$ cat config.mk
export PLATFORM = sky130hd
export DESIGN_NAME = fdd_scale
export DESIGN_NICKNAME = d
export VERILOG_FILES = /design/src/fdd_pkg.sv /design/src/fdd_scale.sv
export SDC_FILE = /design/constraint.sdc
export NUM_CORES = 2
export LEC_CHECK = 0
export BUFFER_PORTS_ARGS = -buffer_cell sky130_fd_sc_hd__buf_2
export CORE_ASPECT_RATIO = 1.4
export CORE_UTILIZATION = 38
export DETAILED_ROUTE_END_ITERATION = 16
export GPL_TIMING_DRIVEN = 0
export HOLD_SLACK_MARGIN = 0.08
export PLACE_DENSITY = 0.52
export REMOVE_ABC_BUFFERS = 1
export SLEW_MARGIN = 25
export SYNTH_ARGS = -nofsm -noshare
export SYNTH_HDL_FRONTEND = slang
export SYNTH_SLANG_ARGS = --single-unit
$ cat constraint.sdc
create_clock -name clk -period 10.6 [get_ports clk]
set_input_delay 0.53 -clock clk [delete_from_list [all_inputs] [get_ports clk]]
set_output_delay 0.53 -clock clk [all_outputs]
set_load 0.02 [all_outputs]
$ cat src/fdd_pkg.sv
// Shared types and constants for the finite-difference derivative block.
`default_nettype none

package fdd_pkg;

  localparam int IN_W    = 32;  // width of one input coordinate field
  localparam int OUT_W   = 48;  // width of one output derivative field
  localparam int GAIN_W  = 32;  // Q16.16 gain register width
  localparam int FRAC_W  = 16;  // fractional bits of the gain
  localparam int MODE_W  = 2;
  localparam int CNT_W   = 3;   // frame count and result count width
  localparam int HIST_D  = 4;   // frames kept in the history

  localparam logic [CNT_W-1:0] CNT_MAX = 3'd5;

  // Configuration register indexes.
  localparam logic REG_STENCIL_MODE = 1'b0;
  localparam logic REG_RATE_GAIN    = 1'b1;

  // Stencil mode codes; the unused code behaves as the five-point stencil.
  localparam logic [MODE_W-1:0] MODE_FIVE_POINT = 2'd0;
  localparam logic [MODE_W-1:0] MODE_BACKWARD   = 2'd1;
  localparam logic [MODE_W-1:0] MODE_CENTRAL    = 2'd2;
  localparam logic [MODE_W-1:0] MODE_UNUSED     = 2'd3;

  localparam logic [GAIN_W-1:0] GAIN_RESET = 32'h0001_0000;

  // Per-item control carried alongside the data through the pipeline.
  typedef struct packed {
    logic [CNT_W-1:0] count;  // number of result items to emit
    logic             last;   // item closes the stream
  } fdd_ctl_t;

endpackage

`default_nettype wire

$ cat src/fdd_scale.sv
// Gain stage for one coordinate: Q16.16 multiply, rounding and 48-bit saturation.
`default_nettype none

module fdd_scale #(
  parameter int SAMPLE_BITS = 32
) (
  input  wire logic                              clk,
  input  wire logic                              en_mul,
  input  wire logic                              en_out,
  input  wire logic signed [SAMPLE_BITS+4:0]     diff,
  input  wire logic [fdd_pkg::GAIN_W-1:0]        gain,
  output logic [fdd_pkg::OUT_W-1:0]              rate
);
  import fdd_pkg::*;

  localparam int DW = SAMPLE_BITS + 5;
  localparam int AW = DW - 1;            // magnitude width
  localparam int MW = AW + FRAC_W;       // product width
  localparam int SW = MW + 1;            // rounded sum width
  localparam int RW = (SW > OUT_W) ? SW : OUT_W;

  localparam logic [RW-1:0] POS_LIM = RW'(48'h7FFF_FFFF_FFFF);
  localparam logic [RW-1:0] NEG_LIM = RW'(48'h8000_0000_0000);

  logic [DW-1:0] diff_neg;
  logic [AW-1:0] mag;
  logic [MW-1:0] p_hi, p_lo;
  logic          neg;

  logic [MW-1:0]    lo_round;
  logic [SW-1:0]    sum;
  logic [RW-1:0]    sum_ext;
  logic [RW-1:0]    sat;
  logic [OUT_W-1:0] sat48;

  assign diff_neg = -diff;
  assign mag      = diff[DW-1] ? diff_neg[AW-1:0] : diff[AW-1:0];

  always_ff @(posedge clk) begin
    if (en_mul) begin
      p_hi <= MW'(mag) * MW'(gain[GAIN_W-1:FRAC_W]);
      p_lo <= MW'(mag) * MW'(gain[FRAC_W-1:0]);
      neg  <= diff[DW-1];
    end
  end

  // Round half away from zero on the magnitude, then clamp.
  assign lo_round = (p_lo + MW'(32'h8000)) >> FRAC_W;
  assign sum      = SW'(p_hi) + SW'(lo_round);
  assign sum_ext  = RW'(sum);

  always_comb begin
    if (neg) begin
      sat = (sum_ext > NEG_LIM) ? NEG_LIM : sum_ext;
    end else begin
      sat = (sum_ext > POS_LIM) ? POS_LIM : sum_ext;
    end
  end

  assign sat48 = sat[OUT_W-1:0];

  always_ff @(posedge clk) begin
    if (en_out) begin
      rate <= neg ? (OUT_W'(0) - sat48) : sat48;
    end
  end

endmodule

`default_nettype wire

# Word-level counts from Yosys, hierarchy flattened
# Cells that the tools add are included.
# op_classes
n_addsub	4
multipliers	2
n_lt_le_gt_ge	2
n_mux	5
# op_table
op	n
two-way mux 48 bit	4
multiplier 36 x 16 -> 52 bit	2
adder 52 x 36 -> 53 bit	1
greater-than comparator 53 x 47 -> 1 bit (second input constant)	1
greater-than comparator 53 x 48 -> 1 bit (second input constant)	1
adder 52 x 16 -> 52 bit (second input constant)	1
subtractor 1 x 48 -> 48 bit (first input constant)	1
two-way mux 36 bit	1
negation 36 bit	1
# word_totals
regBits	153
input_bits	72
output_inout_bits	48
word_cells	17

# Logic depth before layout (Yosys ltp)
# depth
ltp_word	7
ltp_mapped	39
depth_no_buf	37

# Worst setup path after synthesis
# No wires, ideal clock.
# synth_path
path_type	input port to flip-flop
start	in diff[0]
end	reg p_hi[48] (data pin)
setup_ns	0.258
arrival_time_ns	9.119
required_time_ns	10.342
setup_slack_ns	1.223
path_stages	36
n_path_buf	2
path_cell_list	clkbuf_1 inv_1 ha_1 nand2b_1 nand2b_1 or4_1 or2_2 nand2b_1 o41a_1 xor2_1 clkbuf_1 nand2_1 fa_1 fa_1 fa_1 inv_1 fa_1 fa_1 inv_1 fa_1 inv_1 ha_1 a21o_1 a21o_1 a21o_1 a21o_1 a211o_1 a21o_1 a21o_1 o2111ai_1 a31oi_1 o21a_1 or2_2 a21bo_2 a21oi_1 xnor2_1
# synth_via
elab_chain_len	3
# synth_rtl
element	line	rtl
from (decl)	fdd_scale.sv:10	input wire logic signed [SAMPLE_BITS+4:0] diff,
negation 36 bit	fdd_scale.sv:36	assign diff_neg = -diff;
two-way mux 36 bit *	fdd_scale.sv:37	assign mag = diff[DW-1] ? diff_neg[AW-1:0] : diff[AW-1:0];
multiplier 36 x 16 -> 52 bit *	fdd_scale.sv:41	p_hi <= MW'(mag) * MW'(gain[GAIN_W-1:FRAC_W]);
to (signal assigned)	fdd_scale.sv:41	
to (decl)	fdd_scale.sv:27	logic [MW-1:0] p_hi, p_lo;
# Every way passes the cells marked *; elsewhere a longest branch is shown, timed or not.
# A chain may end at the register's enable or synchronous reset.

# Worst setup path in the final report
# layout_path
start	in diff[0]
end	reg p_lo[51] (data pin)
# layout_via
elab_chain_len	3
# layout_rtl
element	line	rtl
negation 36 bit	fdd_scale.sv:36	
two-way mux 36 bit *	fdd_scale.sv:37	
multiplier 36 x 16 -> 52 bit *	fdd_scale.sv:42	p_lo <= MW'(mag) * MW'(gain[FRAC_W-1:0]);
to (signal assigned)	fdd_scale.sv:42	
to (decl)	fdd_scale.sv:27	
# Marks and branches as above.

==> flow_metrics.env <==
export IMPL_dpl_cell_area_um2=48600
export IMPL_critical_path_class="in2reg"
export IMPL_synth_seq_area_share_pct=9.08
export IMPL_clock_sinks=138
export IMPL_first_global_vias=36931
export IMPL_io_buffers=119
export IMPL_instances_no_fill=6718
export IMPL_synth_edf_count=138
export IMPL_drive_gt1_share_pct=7.09
export IMPL_h_tree_depth=4
export IMPL_cpPeakStageDelay_ns=0.62
export IMPL_grt_overflow=0
export IMPL_cts_tree="done"
export IMPL_drcViolationCount=0
export IMPL_drv_slew=0
export IMPL_cts_hold_buf=0
export IMPL_clock_skew_ns=0.0155
export IMPL_dp_hpwl_mm=106
export IMPL_maxCapViolCount=0
export IMPL_layout_nets=6417
export IMPL_fin_area_um2=49400
export IMPL_critPathRequiredTime_ns=10.81
export IMPL_crit_path_end_kind="flip-flop"
export IMPL_holdWs_ns=0.410
export IMPL_first_iter_violations=1601
export IMPL_die_y_um=412
export IMPL_ys_async_sr_fraction_pct=0
export IMPL_fp_dieW_um=295
export IMPL_vias=34732
export IMPL_syn_inst=5144
export IMPL_worstSkewPairLatency_ns=0.45
export IMPL_viasPerCell=5.17
export IMPL_finalHoldViolCount=0
export IMPL_worstSetupStartpointType="primary input"
export IMPL_grtUsageTotal_pct=21.9
export IMPL_core_area_um2=119000
export IMPL_tightestPinTransition_ns=1.06
export IMPL_status="finished clean"
export IMPL_totalWireLength_mm=129
export IMPL_wl_per_cell_um=19.2
export IMPL_period_share_pct=95.6
export IMPL_pin_count=120
export IMPL_diodes=0
export IMPL_arrival_ns=10.34
export IMPL_antenna_found_initial=2
export IMPL_num_rows=150
export IMPL_clk_pin_slew_worst_paths_ns=0.07
export IMPL_die_area_um2=122000
export IMPL_setup_viol=0
export IMPL_dr_pass1_iters=7
export IMPL_critPathSlowestCell="fa_1"
export IMPL_cts_root_buf="clkbuf_16"
export IMPL_netlist_cell_type_count=103
export IMPL_dp_cells=6685
export IMPL_ant_nets=0
export IMPL_grt_max_degree=74
export IMPL_cp_common_cell="fa_1"
export IMPL_period_minus_slack_ns=10.13
export IMPL_start_util_pct=38.3
export IMPL_syn_area_um2=45600
export IMPL_grt_pass1_wl_mm=208
export IMPL_area_growth_pct=8.13
export IMPL_synth_ff_type="edfxtp_1"
export IMPL_maxSlewHeadroom_pct=29.1
export IMPL_min_path_type="in2reg"
export IMPL_avgSynthCellArea_um2=8.87
export IMPL_fmax_mhz=98.7
export IMPL_cts_buffers=17
export IMPL_synth_warning_count=0
export IMPL_path_max_fanout=34
export IMPL_ctsLongestPathBuffers=2
export IMPL_ys_ff_latch=138
export IMPL_place_gp_congestion=0.869
state kept, by name, summed over array words and instances (netlist names):
register	flops
rate	48
neg	1
p_lo	37
p_hi	52
cells in the mapped netlist, types with 27 or more instances:
cell / count / share of area (%)
a21o_1: 63 / 1.0
a21oi_1: 139 / 1.5
and2_1: 492 / 6.7
and3_1: 28 / 0.38
clkbuf_1: 240 / 2.0
edfxtp_1: 138 / 9.1
fa_1: 948 / 42
ha_1: 287 / 7.9
inv_1: 990 / 8.1
nand2_1: 823 / 6.8
nand2b_1: 28 / 0.38
nand3_1: 57 / 0.63
nand4_1: 31 / 0.42
nor2_1: 152 / 1.3
nor3_1: 39 / 0.43
o21a_1: 27 / 0.44
o21ai_0: 88 / 0.96
xnor2_1: 134 / 2.6
xor2_1: 57 / 1.1
cell families (layout without fill, tap and decap cells):
kind of cell	after synthesis	after routing	share of synthesized area (%)
fa+ha+maj	1235	1235	49.4
flops	138	138	9.08
buf+inv	1268	1246	10.6
mux	14	14	0.337
compound gates	534	534	8.00
simple gates	1764	1764	18.9
xor+xnor	191	191	3.67
layout make-up:
type | count | area (um^2)
fill | 11995 | 69800
multi-input combinational | 3738 | 37000
sequential | 138 | 4140
inverter | 990 | 3720
tap | 1596 | 2000
timing repair buffer | 225 | 1820
clock buffer | 18 | 429
clock inverter | 13 | 216
critical path, delay by kind of cell:
kind                       cells  cell delay (ns)
and+or+nand+nor               12             2.73
adders and majority gates      8             3.67
buffers and inverters          7             0.90
xor gates and xnor gates       2             0.27
AOI/OAI and AO/OA             10             2.20
cell usage in the layout, fill, tap and decap left out, types with 19 or more instances in the layout:
cell type / instances
a211oi_1: 19
a21o_1: 63
a21oi_1: 137
and2_1: 492
and3_1: 28
buf_2: 116
buf_4: 31
buf_6: 58
edfxtp_1: 138
fa_1: 948
ha_1: 287
inv_1: 990
nand2_1: 822
nand2b_1: 27
nand3_1: 57
nand4_1: 31
nor2_1: 149
nor3_1: 38
o21a_1: 27
o21ai_0: 88
o31ai_1: 23
xnor2_1: 103
xnor2_2: 30
xor2_1: 54
per-layer routing:
metal  track usage (%)  wire length [um]
met5                 0                11
met4              6.77              4040
met3              1.25              3950
met2              40.2             67700
met1              27.5             53100
through the flow:
step	setup TNS, ns	setup WS (ns)	utilization (%)
4_1_cts	0	0.0387	41.4
6_report	0	0.468	41.4
3_5_place_dp	-4.94	-1.03	40.8
3_3_place_gp	-129.70	-3.30	39.5
5_1_grt	-0.0486	-0.0486	41.4
2_1_floorplan	0	0.787	-
path summary, 6_finish.rpt:
check,from,depth (start not counted),end,slack (ns)
hold reg to reg,p_hi[0],3,rate[0],0.77
setup reg to reg,p_lo[17],26,rate[36],1.74
setup / recovery,diff[0],39,p_lo[51],0.47
hold / removal,en_mul,1,p_hi[51],0.41
what timing repair did:
action,CTS,global route
buffers inserted,0,2
pin swaps,0,3
endpoints found under the setup margin,5,5
gates resized for setup,4,9
Power is not shown: default switching activity piles up to over one toggle a cycle in this logic, so the estimate is an artifact.
